File: src/rtl/core/tcg_pkg.sv
`timescale 1ns / 1ps
// ----------------------------------------------------------------------------
// tcg_pkg
// Shared constants for the texture coordinate generator: default widths,
// mapping mode codes and configuration register indexes.
// ----------------------------------------------------------------------------
package tcg_pkg;

    localparam int DEF_FRAC_BITS = 16;
    localparam int DEF_WORD_BITS = 32;
    localparam int TEX_BITS      = 16;
    localparam int CFG_IDX_BITS  = 3;

    localparam logic [1:0] MODE_WORLD    = 2'd0;
    localparam logic [1:0] MODE_INSTANCE = 2'd1;
    localparam logic [1:0] MODE_LINE     = 2'd2;

    localparam logic [CFG_IDX_BITS-1:0] REG_MAP_MODE   = 3'd0;
    localparam logic [CFG_IDX_BITS-1:0] REG_ORIGIN_X   = 3'd1;
    localparam logic [CFG_IDX_BITS-1:0] REG_ORIGIN_Y   = 3'd2;
    localparam logic [CFG_IDX_BITS-1:0] REG_TEX_HEIGHT = 3'd3;
    localparam logic [CFG_IDX_BITS-1:0] REG_SCALE_X    = 3'd4;
    localparam logic [CFG_IDX_BITS-1:0] REG_SCALE_Y    = 3'd5;
    localparam logic [CFG_IDX_BITS-1:0] REG_OFFSET_X   = 3'd6;
    localparam logic [CFG_IDX_BITS-1:0] REG_OFFSET_Y   = 3'd7;

endpackage

File: src/rtl/core/texture_coordinate_generator_core.sv
`timescale 1ns / 1ps
// ----------------------------------------------------------------------------
// texture_coordinate_generator_core
// Turns a beat of vertex positions into one saturated texture coordinate.
// ----------------------------------------------------------------------------
// One vertex is in flight at a time; s_tready is high only while the block
// waits for a vertex. Each vertex passes through a restoring divider, and
// on the third and fourth corner of a quad in line mode also, before it,
// through a bit-serial multiplier and a two-bit-per-cycle square root. The
// divider produces one quotient bit per cycle and is shared by u and v.
// The result beat then waits in an output register until it is taken.
// ----------------------------------------------------------------------------
module texture_coordinate_generator_core #(
    parameter int FRAC_BITS = tcg_pkg::DEF_FRAC_BITS,
    parameter int WORD_BITS = tcg_pkg::DEF_WORD_BITS
) (
    input  logic                                 aclk,
    input  logic                                 aresetn,
    input  logic                                 cfg_we,
    input  logic [tcg_pkg::CFG_IDX_BITS-1:0]     cfg_index,
    input  logic [WORD_BITS-1:0]                 cfg_wdata,
    input  logic                                 s_tvalid,
    output logic                                 s_tready,
    // Fields from bit 0: pos_x, pos_y, zero fill.
    input  logic [((2*WORD_BITS+7)/8)*8-1:0]     s_tdata,
    input  logic                                 s_tlast,
    output logic                                 m_tvalid,
    input  logic                                 m_tready,
    // Fields from bit 0: tex_u, tex_v, zero fill.
    output logic [((2*WORD_BITS+7)/8)*8-1:0]     m_tdata,
    output logic                                 m_tlast,
    // Fields from bit 0: divide_fault.
    output logic                                 m_tuser
);
    import tcg_pkg::*;

    localparam int W   = WORD_BITS;
    localparam int F   = FRAC_BITS;
    localparam int MB  = (W + 1 > TEX_BITS + F) ? W + 1 : TEX_BITS + F;
    localparam int NB  = MB + 1;
    localparam int R   = W + 1;
    localparam int DL  = MB + F;
    localparam int CW  = $clog2(DL + 1);
    localparam int TW  = ((2*W+7)/8)*8;
    localparam logic [W-1:0] WSIGN = {1'b1, {(W-1){1'b0}}};
    localparam logic [W-1:0] WMAX  = {1'b0, {(W-1){1'b1}}};

    typedef enum logic [2:0] {
        ST_IDLE, ST_SQ, ST_RT, ST_DLD, ST_DIV, ST_FIN, ST_OUT
    } state_t;

    state_t state_reg, state_next;
    logic [CW-1:0] cnt_reg, cnt_next;
    logic sel_reg, sel_next, last_reg, last_next, fault_reg, fault_next;
    logic [1:0] slot_cur_reg, slot_cur_next, quad_slot_reg, quad_slot_next;

    logic [1:0]   map_mode_reg;
    logic [W-1:0] origin_x_reg, origin_y_reg, scale_x_reg, scale_y_reg;
    logic [W-1:0] offset_x_reg, offset_y_reg;
    logic [TEX_BITS-1:0] tex_height_reg;

    logic [W-1:0] c0x_reg, c0x_next, c0y_reg, c0y_next;
    logic [W-1:0] c1x_reg, c1x_next, c1y_reg, c1y_next;
    logic [W-1:0] edge_a_reg, edge_a_next, line_off_reg, line_off_next;

    logic signed [NB-1:0] nu_reg, nu_next, nv_reg, nv_next;
    logic [W-1:0] mx_reg, mx_next, my_reg, my_next, dxm_reg, dxm_next, dym_reg, dym_next;
    logic [2*R-1:0] acc_reg, acc_next;
    logic [R+1:0] rem_reg, rem_next;
    logic [R-1:0] root_reg, root_next;
    logic [DL-1:0] dvd_reg, dvd_next;
    logic [W-1:0] rmd_reg, rmd_next, quo_reg, quo_next, dsr_reg, dsr_next;
    logic big_reg, big_next, neg_reg, neg_next, anz_reg, anz_next;
    logic [W-1:0] u_reg, u_next, v_reg, v_next;

    logic signed [W-1:0] px, py;
    logic signed [W:0] ddx, ddy;
    logic [W-1:0] cx, cy;
    logic [R+1:0] rem_t, trial;
    logic rt_ge, dv_ge;
    logic [W-1:0] e_len, e_min;
    logic [W:0] lo_sum, dv_t, dv_d;
    logic signed [NB-1:0] num, num_abs;
    logic [W-1:0] sc, off, qm;
    logic signed [W+1:0] sq, sum;
    logic [W-1:0] res;

    assign px = s_tdata[W-1:0];
    assign py = s_tdata[2*W-1:W];
    assign s_tready = (state_reg == ST_IDLE);
    assign m_tvalid = (state_reg == ST_OUT);
    assign m_tdata  = TW'({v_reg, u_reg});
    assign m_tlast  = last_reg;
    assign m_tuser  = fault_reg;

    always_comb begin
        state_next = state_reg;  cnt_next = cnt_reg;  sel_next = sel_reg;
        last_next = last_reg;  fault_next = fault_reg;
        slot_cur_next = slot_cur_reg;  quad_slot_next = quad_slot_reg;
        c0x_next = c0x_reg;  c0y_next = c0y_reg;  c1x_next = c1x_reg;  c1y_next = c1y_reg;
        edge_a_next = edge_a_reg;  line_off_next = line_off_reg;
        nu_next = nu_reg;  nv_next = nv_reg;
        mx_next = mx_reg;  my_next = my_reg;  dxm_next = dxm_reg;  dym_next = dym_reg;
        acc_next = acc_reg;  rem_next = rem_reg;  root_next = root_reg;
        dvd_next = dvd_reg;  rmd_next = rmd_reg;  quo_next = quo_reg;  dsr_next = dsr_reg;
        big_next = big_reg;  neg_next = neg_reg;  anz_next = anz_reg;
        u_next = u_reg;  v_next = v_reg;

        cx = quad_slot_reg[0] ? c1x_reg : c0x_reg;
        cy = quad_slot_reg[0] ? c1y_reg : c0y_reg;
        ddx = {px[W-1], px} - {cx[W-1], cx};
        ddy = {py[W-1], py} - {cy[W-1], cy};

        rem_t = {rem_reg[R-1:0], acc_reg[2*R-1:2*R-2]};
        trial = {root_reg, 2'b01};
        rt_ge = (rem_t >= trial);
        e_len = '0;  e_min = '0;  lo_sum = '0;

        dv_t  = {rmd_reg, dvd_reg[DL-1]};
        dv_ge = (dv_t >= {1'b0, dsr_reg});
        dv_d  = dv_t - {1'b0, dsr_reg};

        num = sel_reg ? nv_reg : nu_reg;
        num_abs = num[NB-1] ? -num : num;
        sc  = sel_reg ? scale_y_reg : scale_x_reg;
        off = sel_reg ? offset_y_reg : offset_x_reg;
        if (dsr_reg == '0) begin
            qm = anz_reg ? WSIGN : '0;
        end else if (big_reg || (quo_reg > WSIGN)) begin
            qm = WSIGN;
        end else begin
            qm = quo_reg;
        end
        sq  = neg_reg ? -$signed({2'b00, qm}) : $signed({2'b00, qm});
        sum = sq + $signed({{2{off[W-1]}}, off});
        if (sum > $signed({3'b000, WMAX[W-2:0]})) begin
            res = WMAX;
        end else if (sum < -$signed({2'b00, WSIGN})) begin
            res = WSIGN;
        end else begin
            res = sum[W-1:0];
        end

        unique case (state_reg)
            ST_IDLE: begin
                if (s_tvalid) begin
                    last_next = s_tlast;
                    fault_next = 1'b0;
                    sel_next = 1'b0;
                    cnt_next = '0;
                    slot_cur_next = quad_slot_reg;
                    state_next = ST_DLD;
                    if (map_mode_reg == MODE_INSTANCE) begin
                        nu_next = NB'(px);
                        nv_next = NB'(py);
                    end else if (map_mode_reg == MODE_LINE) begin
                        quad_slot_next = quad_slot_reg + 2'd1;
                        nu_next = $signed({{(NB-W){1'b0}}, line_off_reg});
                        nv_next = quad_slot_reg[0]
                            ? $signed(NB'({tex_height_reg, {F{1'b0}}})) : '0;
                        if (quad_slot_reg == 2'd0) begin
                            c0x_next = px;  c0y_next = py;
                        end else if (quad_slot_reg == 2'd1) begin
                            c1x_next = px;  c1y_next = py;
                        end else begin
                            dxm_next = ddx[W] ? W'(-ddx) : ddx[W-1:0];
                            dym_next = ddy[W] ? W'(-ddy) : ddy[W-1:0];
                            mx_next = ddx[W] ? W'(-ddx) : ddx[W-1:0];
                            my_next = ddy[W] ? W'(-ddy) : ddy[W-1:0];
                            acc_next = '0;
                            state_next = ST_SQ;
                        end
                    end else begin
                        nu_next = NB'(px) + NB'($signed(origin_x_reg));
                        nv_next = NB'(py) + NB'($signed(origin_y_reg));
                    end
                end
            end
            ST_SQ: begin
                acc_next = {acc_reg[2*R-2:0], 1'b0}
                    + (mx_reg[W-1] ? {{(2*R-W){1'b0}}, dxm_reg} : '0)
                    + (my_reg[W-1] ? {{(2*R-W){1'b0}}, dym_reg} : '0);
                mx_next = {mx_reg[W-2:0], 1'b0};
                my_next = {my_reg[W-2:0], 1'b0};
                cnt_next = cnt_reg + 1'b1;
                if (cnt_reg == CW'(W - 1)) begin
                    cnt_next = '0;
                    rem_next = '0;
                    root_next = '0;
                    state_next = ST_RT;
                end
            end
            ST_RT: begin
                rem_next = rt_ge ? rem_t - trial : rem_t;
                root_next = {root_reg[R-2:0], rt_ge};
                acc_next = {acc_reg[2*R-3:0], 2'b00};
                cnt_next = cnt_reg + 1'b1;
                if (cnt_reg == CW'(R - 1)) begin
                    e_len = (root_next > {1'b0, WMAX}) ? WMAX : root_next[W-1:0];
                    e_min = (e_len < edge_a_reg) ? e_len : edge_a_reg;
                    lo_sum = {1'b0, line_off_reg} + {1'b0, e_min};
                    nu_next = $signed({{(NB-W){1'b0}}, line_off_reg})
                        + $signed({{(NB-W){1'b0}}, e_len});
                    if (slot_cur_reg == 2'd2) begin
                        edge_a_next = e_len;
                    end else begin
                        line_off_next = (lo_sum > {1'b0, WMAX}) ? WMAX : lo_sum[W-1:0];
                    end
                    cnt_next = '0;
                    state_next = ST_DLD;
                end
            end
            ST_DLD: begin
                dvd_next = {num_abs[MB-1:0], {F{1'b0}}};
                dsr_next = sc[W-1] ? W'(-sc) : sc;
                neg_next = num[NB-1] ^ sc[W-1];
                anz_next = (num != '0);
                rmd_next = '0;
                quo_next = '0;
                big_next = 1'b0;
                cnt_next = '0;
                state_next = ST_DIV;
            end
            ST_DIV: begin
                rmd_next = dv_ge ? dv_d[W-1:0] : dv_t[W-1:0];
                dvd_next = {dvd_reg[DL-2:0], 1'b0};
                big_next = big_reg | quo_reg[W-1];
                quo_next = {quo_reg[W-2:0], dv_ge};
                cnt_next = cnt_reg + 1'b1;
                if (cnt_reg == CW'(DL - 1)) begin
                    state_next = ST_FIN;
                end
            end
            ST_FIN: begin
                fault_next = fault_reg | (dsr_reg == '0);
                if (!sel_reg) begin
                    u_next = res;
                    sel_next = 1'b1;
                    state_next = ST_DLD;
                end else begin
                    v_next = res;
                    state_next = ST_OUT;
                    if (last_reg) begin
                        quad_slot_next = '0;
                        c0x_next = '0;  c0y_next = '0;  c1x_next = '0;  c1y_next = '0;
                        edge_a_next = '0;  line_off_next = '0;
                    end
                end
            end
            ST_OUT: begin
                if (m_tready) begin
                    state_next = ST_IDLE;
                end
            end
            default: state_next = ST_IDLE;
        endcase
    end

    always_ff @(posedge aclk) begin
        if (!aresetn) begin
            state_reg <= ST_IDLE;
            cnt_reg <= '0;
            sel_reg <= 1'b0;
            quad_slot_reg <= '0;
            c0x_reg <= '0;  c0y_reg <= '0;  c1x_reg <= '0;  c1y_reg <= '0;
            edge_a_reg <= '0;  line_off_reg <= '0;
            map_mode_reg <= MODE_INSTANCE;
            origin_x_reg <= '0;  origin_y_reg <= '0;
            tex_height_reg <= '0;
            scale_x_reg <= W'({1'b1, {F{1'b0}}});
            scale_y_reg <= W'({1'b1, {F{1'b0}}});
            offset_x_reg <= '0;  offset_y_reg <= '0;
        end else begin
            state_reg <= state_next;
            cnt_reg <= cnt_next;
            sel_reg <= sel_next;
            quad_slot_reg <= quad_slot_next;
            c0x_reg <= c0x_next;  c0y_reg <= c0y_next;
            c1x_reg <= c1x_next;  c1y_reg <= c1y_next;
            edge_a_reg <= edge_a_next;  line_off_reg <= line_off_next;
            if (cfg_we) begin
                unique case (cfg_index)
                    REG_MAP_MODE:   map_mode_reg <= cfg_wdata[1:0];
                    REG_ORIGIN_X:   origin_x_reg <= cfg_wdata;
                    REG_ORIGIN_Y:   origin_y_reg <= cfg_wdata;
                    REG_TEX_HEIGHT: tex_height_reg <= cfg_wdata[TEX_BITS-1:0];
                    REG_SCALE_X:    scale_x_reg <= cfg_wdata;
                    REG_SCALE_Y:    scale_y_reg <= cfg_wdata;
                    REG_OFFSET_X:   offset_x_reg <= cfg_wdata;
                    REG_OFFSET_Y:   offset_y_reg <= cfg_wdata;
                    default: ;
                endcase
            end
        end
        last_reg <= last_next;  fault_reg <= fault_next;  slot_cur_reg <= slot_cur_next;
        nu_reg <= nu_next;  nv_reg <= nv_next;
        mx_reg <= mx_next;  my_reg <= my_next;  dxm_reg <= dxm_next;  dym_reg <= dym_next;
        acc_reg <= acc_next;  rem_reg <= rem_next;  root_reg <= root_next;
        dvd_reg <= dvd_next;  rmd_reg <= rmd_next;  quo_reg <= quo_next;
        dsr_reg <= dsr_next;  big_reg <= big_next;  neg_reg <= neg_next;  anz_reg <= anz_next;
        u_reg <= u_next;  v_reg <= v_next;
    end

endmodule

File: config.mk
export PLATFORM = sky130hd
export DESIGN_NAME = texture_coordinate_generator_core
export DESIGN_NICKNAME = d
export VERILOG_FILES = /design/src/rtl/core/tcg_pkg.sv /design/src/rtl/core/texture_coordinate_generator_core.sv
export SDC_FILE = /design/constraint.sdc
export NUM_CORES = 2
export LEC_CHECK = 0
export BUFFER_PORTS_ARGS = -buffer_cell sky130_fd_sc_hd__buf_4
export CELL_PAD_IN_SITES_DETAIL_PLACEMENT = 1
export CELL_PAD_IN_SITES_GLOBAL_PLACEMENT = 2
export CORE_MARGIN = 2
export CORE_UTILIZATION = 40
export CTS_BUF_LIST = sky130_fd_sc_hd__clkbuf_8
export DETAILED_ROUTE_END_ITERATION = 16
export GPL_TIMING_DRIVEN = 0
export PLACE_DENSITY = 0.86
export REMOVE_ABC_BUFFERS = 1
export SYNTH_ARGS = -nofsm -noshare
export SYNTH_HDL_FRONTEND = slang
export SYNTH_SLANG_ARGS = --single-unit
File: constraint.sdc
create_clock -name aclk -period 18.7 [get_ports aclk]
set_input_delay 0.935 -clock aclk [delete_from_list [all_inputs] [get_ports aclk]]
set_output_delay 0.935 -clock aclk [all_outputs]
set_load 0.02 [all_outputs]
## After elaboration in Yosys (flattened, before gate mapping)

Index checks and enable logic that the tools add are counted.

- Bits in registers: 958
- Input port bits: 105

- Add/sub/neg operators: 18
- Order comparisons: 8
- Eq/ne operators: 35
- Multiplexer cells: 110
- Bitwise gates (word level): 7
- Reductions and logical operators: 38

Operators by type and width:

| cell | count |
|---|---|
| two-way mux 32 bit | 52 |
| one-hot mux 32 bit (2 select lines) | 10 |
| two-way mux 66 bit | 5 |
| two-way mux 34 bit | 8 |
| one-hot mux 66 bit (3 select lines) | 1 |
| adder 32 x 32 -> 33 bit | 4 |
| adder 66 x 32 -> 66 bit | 2 |
| two-way mux 33 bit | 4 |
| one-hot mux 33 bit (2 select lines) | 2 |
| one-hot mux 49 bit (2 select lines) | 1 |
| negator 32 bit | 3 |
| one-hot mux 34 bit (2 select lines) | 1 |
| > comparator 33 x 31 -> 1 bit, second input constant | 2 |
| subtractor 32 x 32 -> 33 bit | 2 |
| greater-or-equal comparator 35 bit | 1 |
| adder 34 x 32 -> 34 bit | 1 |
| > comparator 34 x 32 -> 1 bit, second input constant | 1 |
| < comparator 34 x 32 -> 1 bit, second input constant | 1 |
| negator 32 -> 34 bit | 1 |
| nonzero test 34 bit | 1 |
| greater-or-equal comparator 33 x 32 -> 1 bit | 1 |
| negator 33 bit | 1 |
| subtractor 33 bit | 1 |
| > comparator 32 bit, second input constant | 1 |
| 38 further kinds | 109 |

## Logic depth before layout (Yosys ltp)

- Word-level depth: 11
- Depth in mapped cells: 29

## Least setup slack after synthesis

Ideal clock, no wire load.

- Path kind: register -> register
- From: reg state_reg[2]
- To: reg big_reg (enable)
- Data arrival time: 7.737 ns
- Path slack: 10.273 ns
- Stages on the path, launching flop included: 5
- Buffers on the path: 3
- Clock period less this slack: 8.427 ns
- Path through: dfxtp_1 > clkbuf_1 > clkbuf_1 > clkbuf_1 > o21ai_0

- Longest elaborated chain between the ends: 2
- Elaborated cells between the ends (all ways): 3
- Classes of those cells: 2 x eq/ne; 1 x reduce/logical

RTL lines:

| what | RTL line | source |
|---|---|---|
| start: declaration | texture_coordinate_generator_core.sv:52 | `state_t state_reg, state_next;` |
| start signal: assignment | texture_coordinate_generator_core.sv:274 | `state_reg <= state_next;` |
| == test 3 bit / == test 3 x 2 -> 1 bit (equally long branches) | texture_coordinate_generator_core.sv:144 | `unique case (state_reg)` |
| nonzero test 2 bit (no source line) * | - |  |
| end signal: assignment | texture_coordinate_generator_core.sv:300 | `dsr_reg <= dsr_next; big_reg <= big_next; neg_reg <= neg_next; anz_reg <= anz_next;` |
| end: declaration | texture_coordinate_generator_core.sv:73 | `logic big_reg, big_next, neg_reg, neg_next, anz_reg, anz_next;` |

Every way passes the cells marked *; elsewhere a longest branch is shown, timed or not.
A chain may end at the register's enable or synchronous reset.

## Worst setup path after layout

- From: reg root_reg[31]
- To: reg line_off_reg[30]

- Longest elaborated chain between the ends: 11

RTL lines:

| what | RTL line | source |
|---|---|---|
| start: declaration | texture_coordinate_generator_core.sv:70 | `logic [R-1:0] root_reg, root_next;` |
| start signal: assignment | texture_coordinate_generator_core.sv:298 | `acc_reg <= acc_next; rem_reg <= rem_next; root_reg <= root_next;` |
| greater-or-equal comparator 35 bit | texture_coordinate_generator_core.sv:116 | `rt_ge = (rem_t >= trial);` |
| > comparator 33 x 31 -> 1 bit | texture_coordinate_generator_core.sv:199 | `e_len = (root_next > {1'b0, WMAX}) ? WMAX : root_next[W-1:0];` |
| two-way mux 32 bit * | texture_coordinate_generator_core.sv:199 |  |
| < comparator 32 bit | texture_coordinate_generator_core.sv:200 | `e_min = (e_len < edge_a_reg) ? e_len : edge_a_reg;` |
| two-way mux 32 bit * | texture_coordinate_generator_core.sv:200 |  |
| adder 32 x 32 -> 33 bit * | texture_coordinate_generator_core.sv:201 | `lo_sum = {1'b0, line_off_reg} + {1'b0, e_min};` |
| > comparator 33 x 31 -> 1 bit | texture_coordinate_generator_core.sv:207 | `line_off_next = (lo_sum > {1'b0, WMAX}) ? WMAX : lo_sum[W-1:0];` |
| two-way mux 32 bit * | texture_coordinate_generator_core.sv:207 |  |
| two-way mux 32 bit * | texture_coordinate_generator_core.sv:204 | `if (slot_cur_reg == 2'd2) begin` |
| two-way mux 32 bit * | texture_coordinate_generator_core.sv:198 | `if (cnt_reg == CW'(R - 1)) begin` |
| one-hot mux 32 bit (2 select lines) * | texture_coordinate_generator_core.sv:144 |  |
| end signal: assignment | texture_coordinate_generator_core.sv:280 | `edge_a_reg <= edge_a_next; line_off_reg <= line_off_next;` |
| end: declaration | texture_coordinate_generator_core.sv:64 | `logic [W-1:0] edge_a_reg, edge_a_next, line_off_reg, line_off_next;` |

Every way passes the cells marked *; elsewhere a longest branch is shown, timed or not. The select of a mux whose other input is x is not followed.

==> qor.csv <==
metric;value;unit
outcome;complete, no violations;
Top Ports;173;
worst r2r src;root_reg[31]$_SDFFCE_PN0P_;
R2R cell count;24;
largest net degree at the start of global routing;142;
Tcrit/Tclk final;46.0;%
number of flops mapped to enable cells by yosys;527;
placed insts;8767;
max reg flops;66;
Syn-to-layout area delta;12.8;%
sequential share of the synthesized area;39.6;%
Max-slew headroom;9.93;%
slew at the pin with the worst max-slew slack;1.35;ns
Critical Path Sink Type;flip-flop;
Initial DRT Pass Iterations;5;
Synth area leader;edfxtp_1;
initial drt markers;3241;
final hold vios;0;
Slew Viols, Final;0;
post-route ant nets;0;
CTS Hold Bufs;0;
Post-Synthesis Cells;6828;
fill cell count;17500;
fmax;0.116;GHz
Max FO, Critical Path;32;
Setup Skew;0.0504;ns
switching pwr;0.00311;W
Final Cell Area;0.0687;sq mm
Fin Setup TNS;0;ns
Period minus WS final;8.61;ns
nets;7428;
Leak;26.6;nW
Reg clk slew, reported paths;0.06;ns
Worst Hold Class;in2reg;
Setup Viol. Count Final;0;
DP Area;0.0650;sq mm
CTS tree;yes;
die area;0.156;sq mm
Clock Path Buffers;3;
synthesized cell area;0.0609;sq mm
initial antenna violation count;6;
Peak VDD IR;120;uV
RSZ-0062 raised after global routing;false;
share of power burned in the clock network;26.4;%
arrival time worst endpoint;9.39;ns
WL/cell;22.3;um
Routed WL;202;mm
switching part of the total;38.2;%
CTS Root Cell;clkbuf_8;
vias in the first global route;53400;
vias;52500;
Final Non-Filler Cells;9090;
Yosys warnings;0;
drt via density;5.78;
Setup CP Type;reg2reg;
die height;394;um
core area;0.152;sq mm
CTS Buf Count;172;
Yosys cell types;104;
Tot GR Track Use;25.4;%
Combinational Power Share;37.9;%
worst path required time;19.48;ns
postcts setup bufs;0;
flop-to-flop setup slack;10.09;ns
Synth Register Bits;941;
power per cell area;119;mW/mm^2
Clk Latency, worst-skew pair;0.92;ns
number of max-cap violations;0;
Die W;394;um
Hold Crit Depth;1;
placed wire-length estimate;150;mm
GRT overflow;0;
Startpoint Class;flip-flop;
share of cells above drive strength 1;10.5;%
Hold EP;m_tlast$_DFFE_PP_;
RR Endpoint;line_off_reg[30]$_SDFFE_PN0P_;
Yosys top cell area share;26.0;%
sequential share of power;35.7;%
post-CTS sizing;0;
Pint;0.00504;W
Placer Congestion;0.891;
I/O Buffers;172;
Async S/R FF share, synth;0;%
DRC viols;0;
worst hold start;s_tlast;
row count;143;
Initial Utilization;40.2;%
ys flop type;edfxtp_1;
# H-tree levels;4;
first-pass GRT wire length;314;mm
top post-synthesis cells by area;edfxtp_1 (26%), dfxtp_1 (14%), ha_1 (7.6%);
post-synthesis area per instance;8.93;sq um
clock sinks;941;
-- stage by stage --
step	util (%)	total power [W]	hold slack, ns	setup WS (ns)
after floorplan	-	0.00502	0.428	8.71
after global placement	41.9	0.00590	0.435	1.10
after detailed placement	42.9	0.00600	0.445	10.06
after CTS	45.3	0.00820	0.110	10.06
after global routing	45.3	0.00865	0.156	9.26
final	45.4	0.00815	0.213	10.09
-- logic make-up (layout without fill, tap and decap cells) --
logic type	after synthesis	count (layout)	synth area share, %
xor gates and xnor gates	399	399	5.76
other	1	12	0.00615
AOI/OAI and AO/OA	1916	1916	19.8
adders and majority gates	411	411	8.93
DFF	941	941	39.6
muxes	305	305	5.31
buffers and inverters	562	783	3.54
and+or+nand+nor	2293	2293	17.1
-- power by group through the flow --
stage	combinational [W]	sequential, W	clock, W
2_1_floorplan	0.00212	0.00291	0
3_3_place_gp	0.00287	0.00302	0
3_5_place_dp	0.00306	0.00294	0
4_1_cts	0.00309	0.00291	0.00220
5_1_grt	0.00342	0.00295	0.00229
6_report	0.00309	0.00291	0.00215
-- layout by cell type (no fill, tap or decap), types with 158 or more instances in the layout --
cell | synthesis | layout
xnor2_1 | 228 | 228
xor2_1 | 170 | 170
mux2i_1 | 160 | 158
a21o_1 | 204 | 203
buf_4 | 4 | 180
o21ai_0 | 344 | 342
nand2_1 | 1010 | 1007
nand3_1 | 192 | 190
a21oi_1 | 675 | 672
dfxtp_1 | 414 | 409
clkbuf_8 | 0 | 194
inv_1 | 222 | 258
nor2_1 | 465 | 452
edfxtp_1 | 527 | 527
ha_1 | 371 | 371
-- Yosys cell counts, types with 38 or more instances --
cell	number
dfxtp_1	414
inv_1	222
a21o_1	204
clkbuf_1	281
mux2_2	138
or3_1	39
nand4_1	54
nor4_1	39
nand3_1	192
o211ai_1	42
nor2_1	465
o21a_1	58
fa_1	40
a31oi_1	56
a21oi_1	675
xor2_1	170
mux2i_1	160
o21ai_1	44
o21ai_0	344
o31ai_1	38
ha_1	371
edfxtp_1	527
nand2_1	1010
and3_1	89
nor3_1	116
a22oi_1	103
a211oi_1	62
nor2b_1	42
xnor2_1	228
and2_1	100
nand2b_1	64
-- metal layers --
layer	GRT usage (%)	share of wire, %	vias up	routed length, um
met4	9.48	3.6	4	7350
met5	0	0.014	-	28
met3	3.34	4.3	315	8720
li1	-	-	25000	-
met1	34.6	46	26200	93000
met2	41.1	46	1068	93300
-- how the worst max path moves through the flow --
| stage | slack, ns | cells past startpoint | to | from |
|---|---|---|---|---|
| finish | 10.09 | 24 | line_off_reg[30]$_SDFFE_PN0P_ | root_reg[31]$_SDFFCE_PN0P_ |
| floorplan | 8.71 | 3 | dxm_reg[0]$_DFFE_PP_ | quad_slot_reg[0]$_SDFFE_PN0P_ |
| global route | 9.26 | 25 | line_off_reg[13]$_SDFFE_PN0P_ | root_reg[31]$_SDFFCE_PN0P_ |
| CTS | 10.06 | 25 | line_off_reg[10]$_SDFFE_PN0P_ | root_reg[31]$_SDFFCE_PN0P_ |
| global placement | 1.10 | 7 | c1y_reg[2]$_SDFFE_PN0P_ | sel_reg$_SDFFE_PN0P_ |
| detailed placement | 10.06 | 24 | line_off_reg[30]$_SDFFE_PN0P_ | root_reg[31]$_SDFFCE_PN0P_ |
-- critical path, stage by stage (launching register included) --
cell	delay (ns)
edfxtp_1	0.40
inv_1	0.76
ha_1	0.40
a21o_1	0.16
a21oi_1	0.26
o211ai_1	0.16
a211oi_2	0.71
nor2_4	0.24
buf_16	0.24
nor4b_1	0.49
o21ai_4	0.15
mux2_2	0.31
ha_1	0.21
fa_1	0.41
a21o_1	0.18
a21oi_1	0.27
o211ai_1	0.16
a221oi_1	0.57
a31oi_1	0.21
o41ai_1	0.71
o21ai_0	0.49
a31oi_1	0.49
o21ai_0	0.13
a221oi_1	0.26
nand2_1	0.07
-- final cells by class --
cell class | count | area [sq um] | area share, %
well taps | 2030 | 2540 | 3.70
inverters | 225 | 852 | 1.24
repair buffers | 246 | 2580 | 3.76
multi-input cells | 5326 | 34900 | 50.8
diodes | 10 | 25.0 | 0.0364
clock inverters | 118 | 1000 | 1.46
clock buffers | 194 | 2670 | 3.88
flip-flops and latches | 941 | 24100 | 35.1
(Power assumes the default switching activity.)
